[src/hw/rtl/rv32ie_pkg.sv]
`timescale 1ns / 1ps

package rv32ie_pkg;

    localparam logic [6:0] OPC_LUI    = 7'h37;
    localparam logic [6:0] OPC_AUIPC  = 7'h17;
    localparam logic [6:0] OPC_JAL    = 7'h6f;
    localparam logic [6:0] OPC_JALR   = 7'h67;
    localparam logic [6:0] OPC_BRANCH = 7'h63;
    localparam logic [6:0] OPC_LOAD   = 7'h03;
    localparam logic [6:0] OPC_STORE  = 7'h23;
    localparam logic [6:0] OPC_ALUI   = 7'h13;
    localparam logic [6:0] OPC_ALUR   = 7'h33;

    localparam logic [6:0] F7_ZERO = 7'h00;
    localparam logic [6:0] F7_ALT  = 7'h20;

    localparam logic [2:0] F3_ADD  = 3'd0;
    localparam logic [2:0] F3_SLL  = 3'd1;
    localparam logic [2:0] F3_SLT  = 3'd2;
    localparam logic [2:0] F3_SLTU = 3'd3;
    localparam logic [2:0] F3_XOR  = 3'd4;
    localparam logic [2:0] F3_SR   = 3'd5;
    localparam logic [2:0] F3_OR   = 3'd6;
    localparam logic [2:0] F3_AND  = 3'd7;

    localparam logic [2:0] F3_BEQ  = 3'd0;
    localparam logic [2:0] F3_BNE  = 3'd1;
    localparam logic [2:0] F3_BLT  = 3'd4;
    localparam logic [2:0] F3_BGE  = 3'd5;
    localparam logic [2:0] F3_BLTU = 3'd6;
    localparam logic [2:0] F3_BGEU = 3'd7;

    localparam logic [2:0] F3_LB  = 3'd0;
    localparam logic [2:0] F3_LH  = 3'd1;
    localparam logic [2:0] F3_LW  = 3'd2;
    localparam logic [2:0] F3_LBU = 3'd4;
    localparam logic [2:0] F3_LHU = 3'd5;
    localparam logic [2:0] F3_SW  = 3'd2;

    typedef enum logic [3:0] {
        CLS_LUI,
        CLS_AUIPC,
        CLS_JAL,
        CLS_JALR,
        CLS_BRANCH,
        CLS_LOAD,
        CLS_STORE,
        CLS_ALUI,
        CLS_ALUR,
        CLS_PRELOAD,
        CLS_ILLEGAL
    } cls_t;

    typedef struct packed {
        cls_t        cls;
        logic [4:0]  rd;
        logic [4:0]  rs1;
        logic [4:0]  rs2;
        logic [2:0]  funct3;
        logic        alt;
        logic        wr;
        logic [31:0] imm;
        logic [11:0] preload_address;
        logic [31:0] preload_data;
    } item_t;

    typedef struct packed {
        logic [31:0] executed_pc;
        logic [31:0] next_pc;
        logic        write_enable;
        logic [4:0]  write_register;
        logic [31:0] write_value;
        logic        memory_fault;
        logic        illegal_instruction;
    } result_t;

endpackage

[src/hw/rtl/rv32ie_front.sv]
`timescale 1ns / 1ps

module rv32ie_front (
    input  logic                s_valid,
    output logic                s_ready,
    input  logic                s_operation,
    input  logic [31:0]         s_instruction,
    input  logic [11:0]         s_preload_address,
    input  logic [31:0]         s_preload_data,
    input  logic                clearing,
    input  logic                q_full,
    output logic                push,
    output rv32ie_pkg::item_t   item
);

    logic [6:0]  opc;
    logic [2:0]  f3;
    logic [6:0]  f7;
    logic [31:0] imm_i;
    logic [31:0] imm_s;
    logic [31:0] imm_b;
    logic [31:0] imm_u;
    logic [31:0] imm_j;
    logic        writes;

    assign s_ready = !q_full && !clearing;
    assign push    = s_valid && s_ready;

    assign opc   = s_instruction[6:0];
    assign f3    = s_instruction[14:12];
    assign f7    = s_instruction[31:25];
    assign imm_i = {{20{s_instruction[31]}}, s_instruction[31:20]};
    assign imm_s = {{20{s_instruction[31]}}, s_instruction[31:25], s_instruction[11:7]};
    assign imm_b = {{19{s_instruction[31]}}, s_instruction[31], s_instruction[7],
                    s_instruction[30:25], s_instruction[11:8], 1'b0};
    assign imm_u = {s_instruction[31:12], 12'd0};
    assign imm_j = {{11{s_instruction[31]}}, s_instruction[31], s_instruction[19:12],
                    s_instruction[20], s_instruction[30:21], 1'b0};

    always_comb begin
        item                 = '0;
        item.cls             = rv32ie_pkg::CLS_ILLEGAL;
        item.rd              = s_instruction[11:7];
        item.rs1             = s_instruction[19:15];
        item.rs2             = s_instruction[24:20];
        item.funct3          = f3;
        item.preload_address = s_preload_address;
        item.preload_data    = s_preload_data;
        writes               = 1'b0;
        if (s_operation) begin
            item.cls = rv32ie_pkg::CLS_PRELOAD;
        end else begin
            case (opc)
                rv32ie_pkg::OPC_LUI: begin
                    item.cls = rv32ie_pkg::CLS_LUI;
                    item.imm = imm_u;
                    writes   = 1'b1;
                end
                rv32ie_pkg::OPC_AUIPC: begin
                    item.cls = rv32ie_pkg::CLS_AUIPC;
                    item.imm = imm_u;
                    writes   = 1'b1;
                end
                rv32ie_pkg::OPC_JAL: begin
                    item.cls = rv32ie_pkg::CLS_JAL;
                    item.imm = imm_j;
                    writes   = 1'b1;
                end
                rv32ie_pkg::OPC_JALR: begin
                    if (f3 == rv32ie_pkg::F3_ADD) begin
                        item.cls = rv32ie_pkg::CLS_JALR;
                        item.imm = imm_i;
                        writes   = 1'b1;
                    end
                end
                rv32ie_pkg::OPC_BRANCH: begin
                    if (f3 != rv32ie_pkg::F3_SLT && f3 != rv32ie_pkg::F3_SLTU) begin
                        item.cls = rv32ie_pkg::CLS_BRANCH;
                        item.imm = imm_b;
                    end
                end
                rv32ie_pkg::OPC_LOAD: begin
                    if (f3 == rv32ie_pkg::F3_LB || f3 == rv32ie_pkg::F3_LH ||
                        f3 == rv32ie_pkg::F3_LW || f3 == rv32ie_pkg::F3_LBU ||
                        f3 == rv32ie_pkg::F3_LHU) begin
                        item.cls = rv32ie_pkg::CLS_LOAD;
                        item.imm = imm_i;
                        writes   = 1'b1;
                    end
                end
                rv32ie_pkg::OPC_STORE: begin
                    if (f3 <= rv32ie_pkg::F3_SW) begin
                        item.cls = rv32ie_pkg::CLS_STORE;
                        item.imm = imm_s;
                    end
                end
                rv32ie_pkg::OPC_ALUI: begin
                    if (!(f3 == rv32ie_pkg::F3_SLL && f7 != rv32ie_pkg::F7_ZERO) &&
                        !(f3 == rv32ie_pkg::F3_SR && f7 != rv32ie_pkg::F7_ZERO &&
                          f7 != rv32ie_pkg::F7_ALT)) begin
                        item.cls = rv32ie_pkg::CLS_ALUI;
                        item.imm = imm_i;
                        item.alt = (f3 == rv32ie_pkg::F3_SR) && (f7 == rv32ie_pkg::F7_ALT);
                        writes   = 1'b1;
                    end
                end
                rv32ie_pkg::OPC_ALUR: begin
                    if (f7 == rv32ie_pkg::F7_ZERO ||
                        (f7 == rv32ie_pkg::F7_ALT &&
                         (f3 == rv32ie_pkg::F3_ADD || f3 == rv32ie_pkg::F3_SR))) begin
                        item.cls = rv32ie_pkg::CLS_ALUR;
                        item.alt = (f7 == rv32ie_pkg::F7_ALT);
                        writes   = 1'b1;
                    end
                end
                default: begin
                end
            endcase
        end
        item.wr = writes && (item.rd != 5'd0);
    end

endmodule

[config.mk]
export PLATFORM = sky130hd
export DESIGN_NAME = rv32ie_front
export DESIGN_NICKNAME = d
export VERILOG_FILES = /design/src/hw/rtl/rv32ie_pkg.sv /design/src/hw/rtl/rv32ie_front.sv
export SDC_FILE = /design/constraint.sdc
export NUM_CORES = 1
export LEC_CHECK = 0
export ABC_AREA = 1
export BUFFER_PORTS_ARGS = -buffer_cell sky130_fd_sc_hd__buf_2
export CORE_MARGIN = 1.5
export CORE_UTILIZATION = 35
export DETAILED_ROUTE_END_ITERATION = 8
export PLACE_DENSITY = 0.75
export SLEW_MARGIN = 10
export SYNTH_ARGS = -nofsm -noshare
export SYNTH_HDL_FRONTEND = slang
export SYNTH_SLANG_ARGS = --single-unit
[constraint.sdc]
create_clock -name vclk -period 3.25
set_clock_uncertainty 0.1 [all_clocks]
set_input_delay 0.1625 -clock vclk [all_inputs]
set_output_delay 0.1625 -clock vclk [all_outputs]
set_load 0.01 [all_outputs]
==> metrics.md <==
| Metric | Value |
|---|---|
| Status | finished, final reports clean |
| Share of cells above drive strength 1 | 26.87% |
| GRT overflow | 0 |
| PostCTS Resize Cnt | 0 |
| Initial Util | roughly 36% |
| WL final | around 6400 um |
| CP arrival | just over 2 ns |
| Hold Crit Start | s_preload_data[10] |
| Slew Limit Fails | 0 |
| Via Count | ~2600 |
| Slowest CP cell | nand3_1 |
| Achievable Freq | 438.3 MHz |
| Top-area cell type share of the netlist area | between 20% and 30% |
| Register area | 0 um2 |
| Core Region | ~5900 um2 |
| Largest net degree at the start of global routing | 33 |
| Hold/Removal Path Class | primary input to primary output |
| Place WS | about 0.99 ns |
| DP Area | 2172 um2 |
| Routed len/inst | 12.07 um |
| Fin crit period | 2.282 ns |
| Worst slew pin tran | between 0.9 and 1 ns |
| # clk buffers | 0 |
| Hold buffers post-CTS | 0 |
| Syn_nets | around 510 |
| Synth area leaders | buf_4 23%, nand2_1 16%, nor2_1 15%, inv_1 13%, nand4_1 8.4% |
| Ant diodes | 0 |
| Setup violations, final | 0 |
| DP HPWL | 5113 um |
| Worst setup path category | primary input to primary output |
| Synth Warn # | 0 |
| GRT Util Overall | 18.68% |
| Worst hold endpoint | item[10] |
| Post-CTS Repair Setup Buffers | 0 |
| Syn Area/Cell | between 4 and 5 um2 |
| Mapped Area | 2151 um2 |
| Vias in the first global route | 2288 |
| RSZ-0062 raised after global routing | false |
| Setup TNS | 0 ns |
| Iter 0 DRT Violations | 163 |
| WP data required | 2.99 ns |
| Nets@finish | 536 |
| Synth area leader | buf_4 |
| Via/cell ratio | about 4.9 |
| Seq_cells | 0 |
| PnR worst setup slack | around 0.97 ns |
| Sequential fraction of the synthesis area | 0% |
| # IOs | 182 |
| Final core occ | 36.69% |
| Critical Path, Cell by Cell | buf_2 > nor2_2 > nand2_4 > inv_2 > nand2_1 > inv_2 > nand3_1 > nand4_1 > nand2_1 > inv_1 > buf_2 |
| CP max FO | 21 |
| # Max-Cap Violations | 0 |
| Initial antenna violation count | 0 |
| Hold path depth | 0 |
| DR pass1 iterations | 4 |
| Rel. slew slack | 39.17% |
| Area growth syn-to-layout | 0.9888% |
| Fraction of the cycle the final worst path needs | 70.20% |
| Port Buffers | 94 |
| Hold Vio Cnt, Final | 0 |
| Die ar. | 6624 um2 |
| Critical Path End Type | primary output |
| Residual DRC count | 0 |
| Worst vdd ir | between 0.00002 and 0.00003 V |
| Die height | ~80 um |
| Fill cell count | 692 |
| Hold slack | 0.2250 ns |
| Post-route cell area | between 2000 and 2500 um2 |
| Post-DRT Antenna Nets | 0 |
| PwrDens | ~65 nW/um2 |
| Critical Path Source Type | primary input |
| First-pass GRT wire length | roughly 10000 um |
| Gate Count Post-Synth | 434 |
| Yosys cell types | 24 |
| Leakage | 1.624 nW |
| GPL Wtd Cong | 1.063 |
| Max stage delay on crit path | approximately 0.55 ns |
| Core Rows | 28 |
| DIE WIDTH | approximately 81 um |
-- how the worst max path moves through the flow --
stage	startpoint	end	slack (ns)	cells past startpoint
floorplan	s_instruction[1]	item[56]	1.85	11
global placement	s_instruction[2]	item[57]	1.02	11
detailed placement	s_instruction[2]	item[56]	0.99	11
CTS	s_instruction[2]	item[56]	0.97	11
global route	s_instruction[1]	item[65]	0.70	12
finish	s_instruction[2]	item[56]	0.97	11
-- through the flow --
| stage | total power, mW | std cells |
|---|---|---|
| 2_1_floorplan | 0.1478 | 434 |
| 3_3_place_gp | 0.1395 | 529 |
| 3_5_place_dp | 0.1414 | 529 |
| 4_1_cts | 0.1421 | 529 |
| 5_1_grt | 0.1575 | 529 |
| 6_report | 0.1423 | 529 |
-- logic make-up after synthesis --
logic type | synth area share (%)
AND/OR/NAND/NOR | 56.02
buffers and inverters | 40.26
AO/OA/AOI/OAI | 3.723
-- worst max-delay path: cells and delay by family --
family | cells | cell delay, ns
buffers and inverters | 5 | 0.53
and+or+nand+nor | 6 | 1.31
-- Yosys cell counts (all sizes together) --
cell	n
a21oi	7
buf	76
clkinv	1
inv	81
nand2	97
nand3	39
nand4	29
nor2	95
nor3	3
nor3b	1
o21ai	3
o22ai	1
o311ai	1
-- layout by cell type, fill, tap and decap left out, types with 2 or more instances in the layout --
master / synthesis / layout
nand2_1: 93 / 93
nor3_1: 3 / 3
o21ai_0: 3 / 3
nor2_1: 86 / 86
a21oi_1: 5 / 5
nand3_1: 36 / 36
buf_4: 66 / 2
nor2_4: 4 / 4
nor2_2: 5 / 5
nand2_4: 2 / 2
nand4_1: 29 / 29
buf_2: 8 / 94
inv_2: 8 / 8
nand3_2: 2 / 2
inv_1: 73 / 73
nand2_2: 2 / 2
-- report_power, final --
group	leakage, nW	internal, mW	switching [mW]
clock network	0	0	0
logic	1.62	0.0478	0.0945
registers	0	0	0
total	1.62	0.0478	0.0945
-- area by class of cell --
cell class                 instances  area [um2]  area share (%)
tap                               75       93.84           4.320
inverter                          82       307.8           14.17
multi-input combinational        276        1285           59.16
timing repair buffer              96       485.5           22.35
-- metal layers --
| layer | wire length, um | track usage (%) |
|---|---|---|
| met5 | 0 | 0 |
| met1 | 2711 | 23.49 |
| met4 | 194 | 7.414 |
| met3 | 504 | 0.6742 |
| met2 | 2975 | 33.14 |
(Power assumes the default switching activity.)
