## config.mk

```make
export PLATFORM = sky130hd
export DESIGN_NAME = rv32ie_queue
export DESIGN_NICKNAME = d
export VERILOG_FILES = /design/src/hw/rtl/rv32ie_pkg.sv /design/src/hw/rtl/rv32ie_queue.sv
export SDC_FILE = /design/constraint.sdc
export NUM_CORES = 1
export LEC_CHECK = 0
export BUFFER_PORTS_ARGS = -buffer_cell sky130_fd_sc_hd__buf_4
export CORE_AREA = 2 2 178 93
export CTS_BUF_LIST = sky130_fd_sc_hd__clkbuf_2
export DETAILED_ROUTE_END_ITERATION = 16
export DIE_AREA = 0 0 180 95
export MAX_ROUTING_LAYER = met4
export PLACE_DENSITY = 0.77
export SLEW_MARGIN = 20
export SYNTH_ARGS = -nofsm -noshare
export SYNTH_HDL_FRONTEND = slang
export SYNTH_SLANG_ARGS = --single-unit
```

## constraint.sdc

```tcl
create_clock -name aclk -period 5.76 [get_ports aclk]
set_clock_uncertainty 0.1 [all_clocks]
set_input_delay 0.288 -clock aclk [delete_from_list [all_inputs] [get_ports aclk]]
set_output_delay 0.288 -clock aclk [all_outputs]
set_load 0.005 [all_outputs]
```

## src/hw/rtl/rv32ie_pkg.sv

```systemverilog
`timescale 1ns / 1ps

package rv32ie_pkg;

    localparam logic [6:0] OPC_LUI    = 7'h37;
    localparam logic [6:0] OPC_AUIPC  = 7'h17;
    localparam logic [6:0] OPC_JAL    = 7'h6f;
    localparam logic [6:0] OPC_JALR   = 7'h67;
    localparam logic [6:0] OPC_BRANCH = 7'h63;
    localparam logic [6:0] OPC_LOAD   = 7'h03;
    localparam logic [6:0] OPC_STORE  = 7'h23;
    localparam logic [6:0] OPC_ALUI   = 7'h13;
    localparam logic [6:0] OPC_ALUR   = 7'h33;

    localparam logic [6:0] F7_ZERO = 7'h00;
    localparam logic [6:0] F7_ALT  = 7'h20;

    localparam logic [2:0] F3_ADD  = 3'd0;
    localparam logic [2:0] F3_SLL  = 3'd1;
    localparam logic [2:0] F3_SLT  = 3'd2;
    localparam logic [2:0] F3_SLTU = 3'd3;
    localparam logic [2:0] F3_XOR  = 3'd4;
    localparam logic [2:0] F3_SR   = 3'd5;
    localparam logic [2:0] F3_OR   = 3'd6;
    localparam logic [2:0] F3_AND  = 3'd7;

    localparam logic [2:0] F3_BEQ  = 3'd0;
    localparam logic [2:0] F3_BNE  = 3'd1;
    localparam logic [2:0] F3_BLT  = 3'd4;
    localparam logic [2:0] F3_BGE  = 3'd5;
    localparam logic [2:0] F3_BLTU = 3'd6;
    localparam logic [2:0] F3_BGEU = 3'd7;

    localparam logic [2:0] F3_LB  = 3'd0;
    localparam logic [2:0] F3_LH  = 3'd1;
    localparam logic [2:0] F3_LW  = 3'd2;
    localparam logic [2:0] F3_LBU = 3'd4;
    localparam logic [2:0] F3_LHU = 3'd5;
    localparam logic [2:0] F3_SW  = 3'd2;

    typedef enum logic [3:0] {
        CLS_LUI,
        CLS_AUIPC,
        CLS_JAL,
        CLS_JALR,
        CLS_BRANCH,
        CLS_LOAD,
        CLS_STORE,
        CLS_ALUI,
        CLS_ALUR,
        CLS_PRELOAD,
        CLS_ILLEGAL
    } cls_t;

    typedef struct packed {
        cls_t        cls;
        logic [4:0]  rd;
        logic [4:0]  rs1;
        logic [4:0]  rs2;
        logic [2:0]  funct3;
        logic        alt;
        logic        wr;
        logic [31:0] imm;
        logic [11:0] preload_address;
        logic [31:0] preload_data;
    } item_t;

    typedef struct packed {
        logic [31:0] executed_pc;
        logic [31:0] next_pc;
        logic        write_enable;
        logic [4:0]  write_register;
        logic [31:0] write_value;
        logic        memory_fault;
        logic        illegal_instruction;
    } result_t;

endpackage

```

## src/hw/rtl/rv32ie_queue.sv

```systemverilog
`timescale 1ns / 1ps

module rv32ie_queue (
    input  logic                aclk,
    input  logic                aresetn,
    input  logic                push,
    input  rv32ie_pkg::item_t   push_item,
    output logic                full,
    input  logic                pop,
    output logic                head_valid,
    output rv32ie_pkg::item_t   head_item
);

    rv32ie_pkg::item_t entry_reg [2];
    logic [1:0]        count_reg;
    logic [1:0]        count_next;
    logic              wr_ptr_reg;
    logic              rd_ptr_reg;

    assign full       = (count_reg == 2'd2);
    assign head_valid = (count_reg != 2'd0);
    assign head_item  = entry_reg[rd_ptr_reg];

    always_comb begin
        count_next = count_reg;
        if (push && !pop) begin
            count_next = count_reg + 2'd1;
        end else if (pop && !push) begin
            count_next = count_reg - 2'd1;
        end
    end

    always_ff @(posedge aclk) begin
        if (!aresetn) begin
            count_reg  <= 2'd0;
            wr_ptr_reg <= 1'b0;
            rd_ptr_reg <= 1'b0;
        end else begin
            count_reg <= count_next;
            if (push) begin
                wr_ptr_reg <= !wr_ptr_reg;
            end
            if (pop) begin
                rd_ptr_reg <= !rd_ptr_reg;
            end
        end
    end

    always_ff @(posedge aclk) begin
        if (push) begin
            entry_reg[wr_ptr_reg] <= push_item;
        end
    end

endmodule

```

==> impl_metrics.ini, run 1 <==
[clock_network]
post_cts_hold_buffer_count = 104
tritoncts_num_sinks = 205
clock_latency_ns = 0.70
numCtsBuffers = 46
post_cts_resize_count = 0
maximum_level_of_the_cts_h_tree = 2
clkSlewWorstSetupHoldPaths_ns = 0.13
ctsLongestPathBuffers = 3
post-cts-setup-buffer-count = 0
root_buffer = sky130_fd_sc_hd__clkbuf_2
cts_tree = done

[power]
total_leakage_power_nw = 4.12
power_density_over_the_cells_nw_per_um2 = 288
vdd_drop_max_mv = 0.271

[critical_path]
rr_worst_depth = 2
most_prevalent_standard_cell_on_the_critical_path = sky130_fd_sc_hd__buf_4
ff2ff_setup_slack_ns = 3.50
worstSetupStartpointType = flip-flop
timing.rr.start = wr_ptr_reg
critical_path.cell_chain = buf_4 -> mux2_2 -> buf_4
crit_fanout = 60
critical-path-slowest-cell = sky130_fd_sc_hd__dfxtp_4
worstReg2RegEnd = entry_reg[1][84]
worst_path_largest_cell_delay_ns = 0.72
worst-endpoint-required_ns = 5.37
worst-setup-path-type = flip-flop to primary output
cp_data_arrival_time_ns = 2.82
setup.worst_path.end_class = primary output

[final_layout]
final_layout_size_suffix_gt1_frac = 0.538
syn2layout_area_growth_pct = 42.7
final_core_utilization = 0.678
final_nets = 788
largest_register_ffs = 200
stdcell_count = 928

[yosys]
synth_fp_nets = 438
postSynthRegisterBits = 205
syn-cell-area_um2 = 7470
seq_area_frac_synth = 0.817
postSynthAreaPerCell_um2 = 22.4
netlist_instances = 333
number_of_different_library_cells_in_the_post_synthesis_netlist = 17
number_of_synthesis_warnings = 0

[placed_design]
detailed_place_hpwl_um = 9580
port_buffers = 205
place_inst = 741
place.gp.congestion = 0.776

[global_routing]
grt.total_usage = 0.193
grt.overflow.total = 0
grt_max_degree = 61
grt_pass1_wl_um = 24500
first_global_vias = 4759
number_of_antenna_violations_at_the_first_check_in_global_routing = 1

[floorplan]
dieHeight_um = 95
start_util = 0.475
die_area_um2 = 17100
placement_rows = 33
dieWidth_um = 180
coreArea_um2 = 15700
top_level_ports = 206

[timing]
time_the_worst_path_needs_with_i_o_delays_and_setup_ns = 3.21
timing.setup.tns_ns = 0
timing.final.max_slew_violations = 0
post-route-period-util = 0.557
hold_viol_final = 0
timing.slew.headroom = 0.453
grt_setup_unrepaired = no
maxClockFrequency_ghz = 0.312
max_slew.worst_pin.slew_ns = 0.820
report.final.setup_viol = 0

[routing]
drt_pre_antenna_iters = 4
dr.first_iter.drc_count = 263
dr_drc_count = 0
via_per_inst = 4.73
route.vias.total = 4392
drtAntennaViolNets = 0
route.detailed.wl_per_inst_um = 17.4
routed_wl_um = 16100

[flow_run]
timing.max_cap.violations = 0

[hold_path]
hold_class = primary input to flip-flop
timing.hold.worst_endpoint = entry_reg[1][99]
holdPathStages = 2
timing.hold.worst.start = push_item[99]

[run_status]
status = completed
## Yosys cell counts, drive strengths merged
library cell  number  area share
buf               11       0.016
and2               4      0.0033
or3                1     0.00084
o21ai              1     0.00067
xor2               2      0.0023
ha                 1      0.0017
xnor2              1      0.0012
mux2             100        0.15
and2b              1      0.0012
or2                1     0.00084
a21boi             1      0.0010
nor2b              2      0.0017
inv                1     0.00050
dfxtp              5       0.013
edfxtp           200        0.80
o21a               1      0.0010
## how the worst max path moves through the flow
stage	to	start	cells after the start
5_1_grt	head_item[87]	flip-flop	3
6_report	head_item[87]	flip-flop	3
3_3_place_gp	head_item[94]	flip-flop	3
4_1_cts	head_item[88]	flip-flop	3
2_1_floorplan	entry_reg[0][0]	wr_ptr_reg	1
3_5_place_dp	head_item[88]	flip-flop	3
## layer usage
| metal | GRT usage | part of all wire | vias to the layer above |
|---|---|---|---|
| li1 | - | - | 2049 |
| met1 | 0.243 | 0.43 | 2118 |
| met2 | 0.306 | 0.47 | 200 |
| met3 | 0.0567 | 0.085 | 25 |
| met4 | 0.0630 | 0.015 | 0 |
| met5 | - | 0 | - |
## layout by cell type (no fill, tap or decap), types with 2 or more instances in the layout
cell | synthesis | routed
sky130_fd_sc_hd__mux2_2 | 100 | 100
sky130_fd_sc_hd__and2_1 | 4 | 3
sky130_fd_sc_hd__edfxtp_1 | 200 | 200
sky130_fd_sc_hd__xor2_1 | 2 | 2
sky130_fd_sc_hd__dlygate4sd3_1 | 0 | 104
sky130_fd_sc_hd__clkinv_1 | 0 | 10
sky130_fd_sc_hd__buf_4 | 1 | 209
sky130_fd_sc_hd__clkinv_2 | 0 | 3
sky130_fd_sc_hd__clkbuf_2 | 0 | 68
sky130_fd_sc_hd__dfxtp_1 | 5 | 4
## final cells by class
class	count	area, um2
sequential	205	6110
fill	1046	5070
timing repair buffer	313	2610
multi-input combinational	116	1250
clock buffer	68	340
tap	210	263
clock inverter	14	82.6
inverter	1	3.75
antenna	1	2.50
## kinds of logic after synthesis
family          Yosys count  share of synthesized area
flops                   205                      0.817
mux                     100                      0.151
buf+inv                  12                     0.0166
simple gates              9                    0.00787
compound gates            3                    0.00268
xor+xnor                  3                    0.00352
fa+ha+maj                 1                    0.00167
## power by group
group / switching (W) / internal [W]
clock: 0.000542 / 0.000359
sequential: 0.0000295 / 0.00172
combinational: 0.000158 / 0.000258
total: 0.000730 / 0.00234
## worst max-delay path, delay by kind of cell, from the launching register on
family | cells | cell delay [ns]
buffers and inverters | 2 | 0.85
flip-flops | 1 | 0.72
multiplexers | 1 | 0.44
## metrics by stage
stage	hold WS [ns]	area (um2)	setup slack (ns)	power (W)
2_1_floorplan	0.287	7470	0.344	0.00195
3_3_place_gp	0.372	9200	3.28	0.00213
3_5_place_dp	0.376	9200	3.25	0.00214
4_1_cts	0.115	10700	2.44	0.00310
5_1_grt	0.0989	10700	2.36	0.00322
6_report	0.192	10700	2.55	0.00307
(Power assumes the default switching activity.)
==> run 2, diff against run 1 <==
- ABC_AREA: unset -> 1
- CORE_AREA: 2 2 178 93 -> 2 2 173 90
- DIE_AREA: 0 0 180 95 -> 0 0 175 92
- PLACE_DENSITY: 0.77 -> 0.82
- clock period: 5.76 -> 3.1 ns (I/O delays scaled with it)
==> impl_metrics.ini, run 2 <==
[floorplan]
dieWidth_um = 175
start_util = 0.535
placement_rows = 32
coreArea_um2 = 14900
top_level_ports = 206
die_area_um2 = 16100
dieHeight_um = 92

[routing]
route.vias.total = 4448
routed.top_layer = met4
routed_wl_um = 16900
via_per_inst = 4.77
route.detailed.wl_per_inst_um = 18.1
m1WireLength_um = 7160
dr.first_iter.drc_count = 342
drtAntennaViolNets = 0
dr_drc_count = 0
drt_pre_antenna_iters = 5
dr_wl_met2_um = 8130
wl_met3_um = 1480

[critical_path]
worst-endpoint-required_ns = 2.84
critical-path-slowest-cell = sky130_fd_sc_hd__buf_12
cp_data_arrival_time_ns = 2.17
critical_path.cell_chain = buf_12 -> mux2_4 -> buf_4
crit_fanout = 100
setup.worst_path.end_class = primary output
critical-path-top-delay-family = buffers and inverters
worstSetupStartpointType = flip-flop
worst-setup-path-type = flip-flop to primary output
worst_path_largest_cell_delay_ns = 0.58
crit_path_buf_inv_count = 2

[placed_design]
place.gp.congestion = 0.834
dpl_worst_slack_ns = 1.38
port_buffers = 205
detailed_place_hpwl_um = 9850

[clock_network]
ctsLongestPathBuffers = 3
clkSlewWorstSetupHoldPaths_ns = 0.14
maximum_level_of_the_cts_h_tree = 2
cts_tree = done
tritoncts_num_sinks = 205
clock_latency_ns = 0.66
post-cts-setup-buffer-count = 0
post_cts_hold_buffer_count = 106
numCtsBuffers = 45
root_buffer = sky130_fd_sc_hd__clkbuf_2
post_cts_resize_count = 0

[timing]
maxClockFrequency_ghz = 0.412
timing.final.max_slew_violations = 0
grt_setup_unrepaired = no
hold_slack_ns = 0.102
max_slew.worst_pin.slew_ns = 0.778
post-route-period-util = 0.782
time_the_worst_path_needs_with_i_o_delays_and_setup_ns = 2.42
report.final.setup_viol = 0
hold_viol_final = 0
timing.setup.tns_ns = 0
timing.slew.headroom = 0.481
worst_slack_ns = 0.675

[run_status]
status = completed

[global_routing]
grt_pass1_wl_um = 25500
grt.overflow.total = 0
grt.total_usage = 0.217
number_of_antenna_violations_at_the_first_check_in_global_routing = 0
first_global_vias = 4885
grt_max_degree = 101

[final_layout]
largest_register_ffs = 200
final_nets = 804
mostFrequentLayoutCell = sky130_fd_sc_hd__buf_4
final_layout_size_suffix_gt1_frac = 0.524
syn2layout_area_growth_pct = 39.4
final_core_utilization = 0.746
layout_common_cells = sky130_fd_sc_hd__buf_4 (205), sky130_fd_sc_hd__edfxtp_1 (200), sky130_fd_sc_hd__dlygate4sd3_1 (108), sky130_fd_sc_hd__mux2_4 (100), sky130_fd_sc_hd__clkbuf_2 (69)
antenna-diode-count = 0

[yosys]
number_of_different_library_cells_in_the_post_synthesis_netlist = 13
async_reset_ff_frac = 0
synthFlopType = sky130_fd_sc_hd__edfxtp_1
yosysMostFrequentCell = sky130_fd_sc_hd__edfxtp_1
netlist.area_leader.share = 0.756
post_synth_edffs = 200
number_of_synthesis_warnings = 0
synth_fp_nets = 451
postSynthRegisterBits = 205
postSynthAreaPerCell_um2 = 23.0
most_area_consuming_cells_after_synthesis = sky130_fd_sc_hd__edfxtp_1 (76%), sky130_fd_sc_hd__mux2_4 (19%), sky130_fd_sc_hd__buf_12 (2.5%)
synth_top_cells_by_count = sky130_fd_sc_hd__edfxtp_1 (200), sky130_fd_sc_hd__mux2_4 (100), sky130_fd_sc_hd__buf_12 (10)
seq_area_frac_synth = 0.768
netlist_instances = 346
syn-cell-area_um2 = 7950
library_cell_occupying_the_most_area_in_the_post_synthesis_netlist = sky130_fd_sc_hd__edfxtp_1

[power]
total_leakage_power_nw = 4.55
vdd_drop_max_mv = 0.344
power_density_over_the_cells_nw_per_um2 = 509
p_total_w = 0.00563

[hold_path]
hold_class = primary input to flip-flop

[flow_run]
timing.max_cap.violations = 0
-- run 2: layer usage --
layer	GRT usage	vias up
met5	-	-
met4	0.0549	0
met3	0.0738	14
met2	0.350	207
met1	0.269	2148
li1	-	2079
-- run 2: area by class of cell --
class / instances / area, um2
fill: 874 / 3770
timing repair buffer: 317 / 2700
inverter: 8 / 32.5
clock buffer: 69 / 345
sequential: 205 / 6110
tap: 204 / 255
multi-input combinational: 122 / 1610
clock inverter: 8 / 30.0
-- run 2: worst paths after layout --
| path | slack (ns) | to | depth (start not counted) | startpoint |
|---|---|---|---|---|
| min reg2reg | 0.47 | flip-flop | 3 | rd_ptr_reg |
| max reg2reg | 1.32 | entry_reg[1][0] | 3 | wr_ptr_reg |
| min | 0.10 | entry_reg[0][65] | 2 | push_item[65] |
| max | 0.68 | head_item[58] | 3 | flip-flop |
-- run 2: logic make-up after synthesis --
family                     after synthesis  share of synthesized area
and+or+nand+nor                         19                    0.00945
DFF                                    205                      0.768
muxes                                  100                      0.189
buffers and inverters                   19                     0.0304
AOI/OAI and AO/OA                        2                    0.00126
adders and majority gates                1                    0.00157
-- run 2: stage by stage --
| step | cell area, um2 | std cells |
|---|---|---|
| finish | 11100 | 933 |
| global placement | 9620 | 748 |
| global route | 11100 | 933 |
| floorplan | 7950 | 346 |
| CTS | 11100 | 931 |
| detailed placement | 9620 | 748 |
-- run 2: worst reg2reg max path, cell delays in order, from the launching register on --
cell	delay, ns
sky130_fd_sc_hd__dfxtp_1	0.43
sky130_fd_sc_hd__nand2_1	0.14
sky130_fd_sc_hd__inv_4	0.23
sky130_fd_sc_hd__buf_12	0.41
-- run 2: power by group --
part	switching, W	internal (W)
registers	0.0000397	0.00320
clock network	0.000974	0.000579
logic	0.000321	0.000517
==> run 3, diff against run 2 <==
- clock period: 3.1 -> 2.3 ns (I/O delays scaled with it)
==> impl_metrics.ini, run 3 <==
[run_status]
status = did not finish
stop_stage = clock tree synthesis (4_1_cts)
firstError = [ERROR RSZ-0060] Max buffer count reached.

[floorplan]
dieHeight_um = 92
top_level_ports = 206
dieWidth_um = 175
placement_rows = 32
start_util = 0.535

[placed_design]
detailed_place_hpwl_um = 9910
port_buffers = 205
dpl_cell_area_um2 = 9630
place.gp.congestion = 0.780

[clock_network]
post_cts_hold_buffer_count = 167
maximum_level_of_the_cts_h_tree = 2
numCtsBuffers = 45
tritoncts_num_sinks = 205
ctsLongestPathBuffers = 3
root_buffer = sky130_fd_sc_hd__clkbuf_2
post-cts-setup-buffer-count = 0
post_cts_resize_count = 2

[yosys]
synthFlopType = sky130_fd_sc_hd__edfxtp_1
yosysMostFrequentCell = sky130_fd_sc_hd__edfxtp_1
post_synth_edffs = 200
netlist_instances = 346
netlist.area_leader.share = 0.756
seq_area_frac_synth = 0.768
syn-cell-area_um2 = 7950
synth_top_cells_by_count = sky130_fd_sc_hd__edfxtp_1 (200), sky130_fd_sc_hd__mux2_4 (100), sky130_fd_sc_hd__buf_12 (10)
postSynthRegisterBits = 205
most_area_consuming_cells_after_synthesis = sky130_fd_sc_hd__edfxtp_1 (76%), sky130_fd_sc_hd__mux2_4 (19%), sky130_fd_sc_hd__buf_12 (2.5%)
number_of_synthesis_warnings = 0
postSynthAreaPerCell_um2 = 23.0
library_cell_occupying_the_most_area_in_the_post_synthesis_netlist = sky130_fd_sc_hd__edfxtp_1
number_of_different_library_cells_in_the_post_synthesis_netlist = 13
async_reset_ff_frac = 0
synth_fp_nets = 451
## run 3: cell counts after synthesis
No cell type changed its count.
## run 3: through the flow
stage / hold WS [ns] / worst slack [ns] / util / cells
detailed placement: 0.202 / 0.718 / 0.648 / 750
global placement: 0.199 / 0.729 / 0.648 / 750
floorplan: 0.114 / -0.0626 / - / 346
## run 3: logic make-up after synthesis
| logic type | after synthesis | synth area share |
|---|---|---|
| and+or+nand+nor | 19 | 0.00945 |
| adders and majority gates | 1 | 0.00157 |
| AOI/OAI and AO/OA | 2 | 0.00126 |
| muxes | 100 | 0.189 |
| DFF | 205 | 0.768 |
| buffers and inverters | 19 | 0.0304 |
==> run 4, diff against run 3 <==
- CORE_AREA: 2 2 173 90 -> 2 2 144 146
- CTS_BUF_LIST: sky130_fd_sc_hd__clkbuf_2 -> unset
- DIE_AREA: 0 0 175 92 -> 0 0 146 148
- MAX_ROUTING_LAYER: met4 -> unset
- PLACE_DENSITY: 0.82 -> unset
- PLACE_DENSITY_LB_ADDON: unset -> 0.15
==> impl_metrics.ini, run 4 (synthesis gave the netlist of run 2 again) <==
[power]
power_density_over_the_cells_nw_per_um2 = 759
vdd_drop_max_mv = 0.664
total_leakage_power_nw = 4.56

[timing]
hold_viol_final = 0
timing.setup.tns_ns = 0
time_the_worst_path_needs_with_i_o_delays_and_setup_ns = 2.01
timing.final.max_slew_violations = 0
max_slew.worst_pin.slew_ns = 0.604
report.final.setup_viol = 0
grt_setup_unrepaired = no
maxClockFrequency_ghz = 0.497
timing.slew.headroom = 0.598
hold_slack_ns = 0.247
post-route-period-util = 0.875

[clock_network]
cts_tree = done
maximum_level_of_the_cts_h_tree = 1
numCtsBuffers = 22
clock_latency_ns = 0.49
clkSlewWorstSetupHoldPaths_ns = 0.06
root_buffer = sky130_fd_sc_hd__clkbuf_16
tritoncts_num_sinks = 205
post_cts_resize_count = 0
ctsLongestPathBuffers = 3
post-cts-setup-buffer-count = 0

[routing]
dr_drc_count = 0
routed_wl_um = 15400
dr.first_iter.drc_count = 208
drt_pre_antenna_iters = 6
via_per_inst = 4.44
route.vias.total = 4248
drtAntennaViolNets = 0
route.detailed.wl_per_inst_um = 16.1

[final_layout]
stdcell_count = 957
filler_cell_count = 1596
final_layout_size_suffix_gt1_frac = 0.501
multi_input_area_um2 = 1610
largest_register_ffs = 200
mostFrequentLayoutCell = sky130_fd_sc_hd__buf_4
final-seq-area_um2 = 6110
final_nets = 781
layout_common_cells = sky130_fd_sc_hd__buf_4 (207), sky130_fd_sc_hd__edfxtp_1 (200), sky130_fd_sc_hd__dlygate4sd3_1 (105), sky130_fd_sc_hd__mux2_4 (100), sky130_fd_sc_hd__clkbuf_16 (23)
syn2layout_area_growth_pct = 44.1
fin_area_um2 = 11400
antenna-diode-count = 0

[critical_path]
worst-endpoint-required_ns = 2.09
crit_path_buf_inv_count = 2
rr_worst_depth = 5
worst-path-stages = 3
worst_path_largest_cell_delay_ns = 0.51
timing.rr.start = wr_ptr_reg
worstReg2RegEnd = wr_ptr_reg
worst-setup-path-type = flip-flop to primary output
critical-path-slowest-cell = sky130_fd_sc_hd__dfxtp_4
crit_fanout = 35
critical_path.cell_chain = buf_12 -> mux2_4 -> buf_4
cp_data_arrival_time_ns = 1.80
worstSetupStartpointType = flip-flop
setup.worst_path.end = head_item[52]
ff2ff_setup_slack_ns = 0.45
setup.worst_path.end_class = primary output
critical-path-top-delay-family = flip-flops

[floorplan]
top_level_ports = 206
placement_rows = 52
start_util = 0.397
coreArea_um2 = 20000
die_area_um2 = 21600
dieHeight_um = 148
dieWidth_um = 146

[placed_design]
port_buffers = 205
place_inst = 817
place.gp.congestion = 0.711
detailed_place_hpwl_um = 9690
dpl_cell_area_um2 = 9750

[global_routing]
grt_max_degree = 59
grt.overflow.total = 0
grt.total_usage = 0.136
grt_pass1_wl_um = 23300
global_route.usage.met1 = 0.167
grt_use_met3 = 0.0392
number_of_antenna_violations_at_the_first_check_in_global_routing = 0
grt_busiest_layer = met2
first_global_vias = 4547
grt_use_met2 = 0.235

[run_status]
status = completed

[hold_path]
hold_class = primary input to flip-flop

[flow_run]
timing.max_cap.violations = 0
[run 4: worst min path at each step]
stage,from,end,cells past startpoint
2_1_floorplan,push_item[0],entry_reg[0][0],0
6_report,push_item[90],entry_reg[0][90],2
3_3_place_gp,push_item[90],entry_reg[1][90],1
5_1_grt,push_item[64],entry_reg[0][64],2
3_5_place_dp,push_item[81],entry_reg[0][81],1
4_1_cts,push_item[64],entry_reg[1][64],2
[run 4: per-stage QoR]
stage | setup WS [ns] | total power, W | util
2_1_floorplan | -0.0626 | 0.00496 | -
3_3_place_gp | 0.788 | 0.00540 | 0.486
3_5_place_dp | 0.767 | 0.00543 | 0.486
4_1_cts | 0.240 | 0.00881 | 0.571
5_1_grt | 0.207 | 0.00903 | 0.571
6_report | 0.287 | 0.00869 | 0.571
[run 4: report_power, final]
group | internal (W) | switching [W]
clock network | 0.00192 | 0.00129
logic | 0.000696 | 0.000403
registers | 0.00433 | 0.0000591
total | 0.00694 | 0.00175
[run 4: what timing repair did]
action	4_1_cts	5_1_grt
hold endpoints to repair	205	0
endpoints found under the setup margin	0	0
hold buffers	105	0
[run 4: layer usage]
layer,vias to the layer above,part of all wire
met5,-,0
met4,0,0.017
met3,20,0.073
met2,143,0.50
met1,2077,0.41
li1,2008,-
[run 4: worst reg2reg max path, stage by stage (launching register included)]
cell and delay (ns):
sky130_fd_sc_hd__dfxtp_2 0.36, sky130_fd_sc_hd__nand2_2 0.08, sky130_fd_sc_hd__nand2_1 0.06, sky130_fd_sc_hd__dlygate4sd3_1 0.55
sky130_fd_sc_hd__nor2_1 0.04, sky130_fd_sc_hd__dlygate4sd3_1 0.54
[run 4: layout make-up]
cell class | instances | share of cell area
sequential | 205 | 0.534
timing repair buffer | 317 | 0.236
multi-input combinational | 122 | 0.141
clock buffer | 29 | 0.0522
tap | 270 | 0.0295
clock inverter | 6 | 0.00459
inverter | 8 | 0.00295
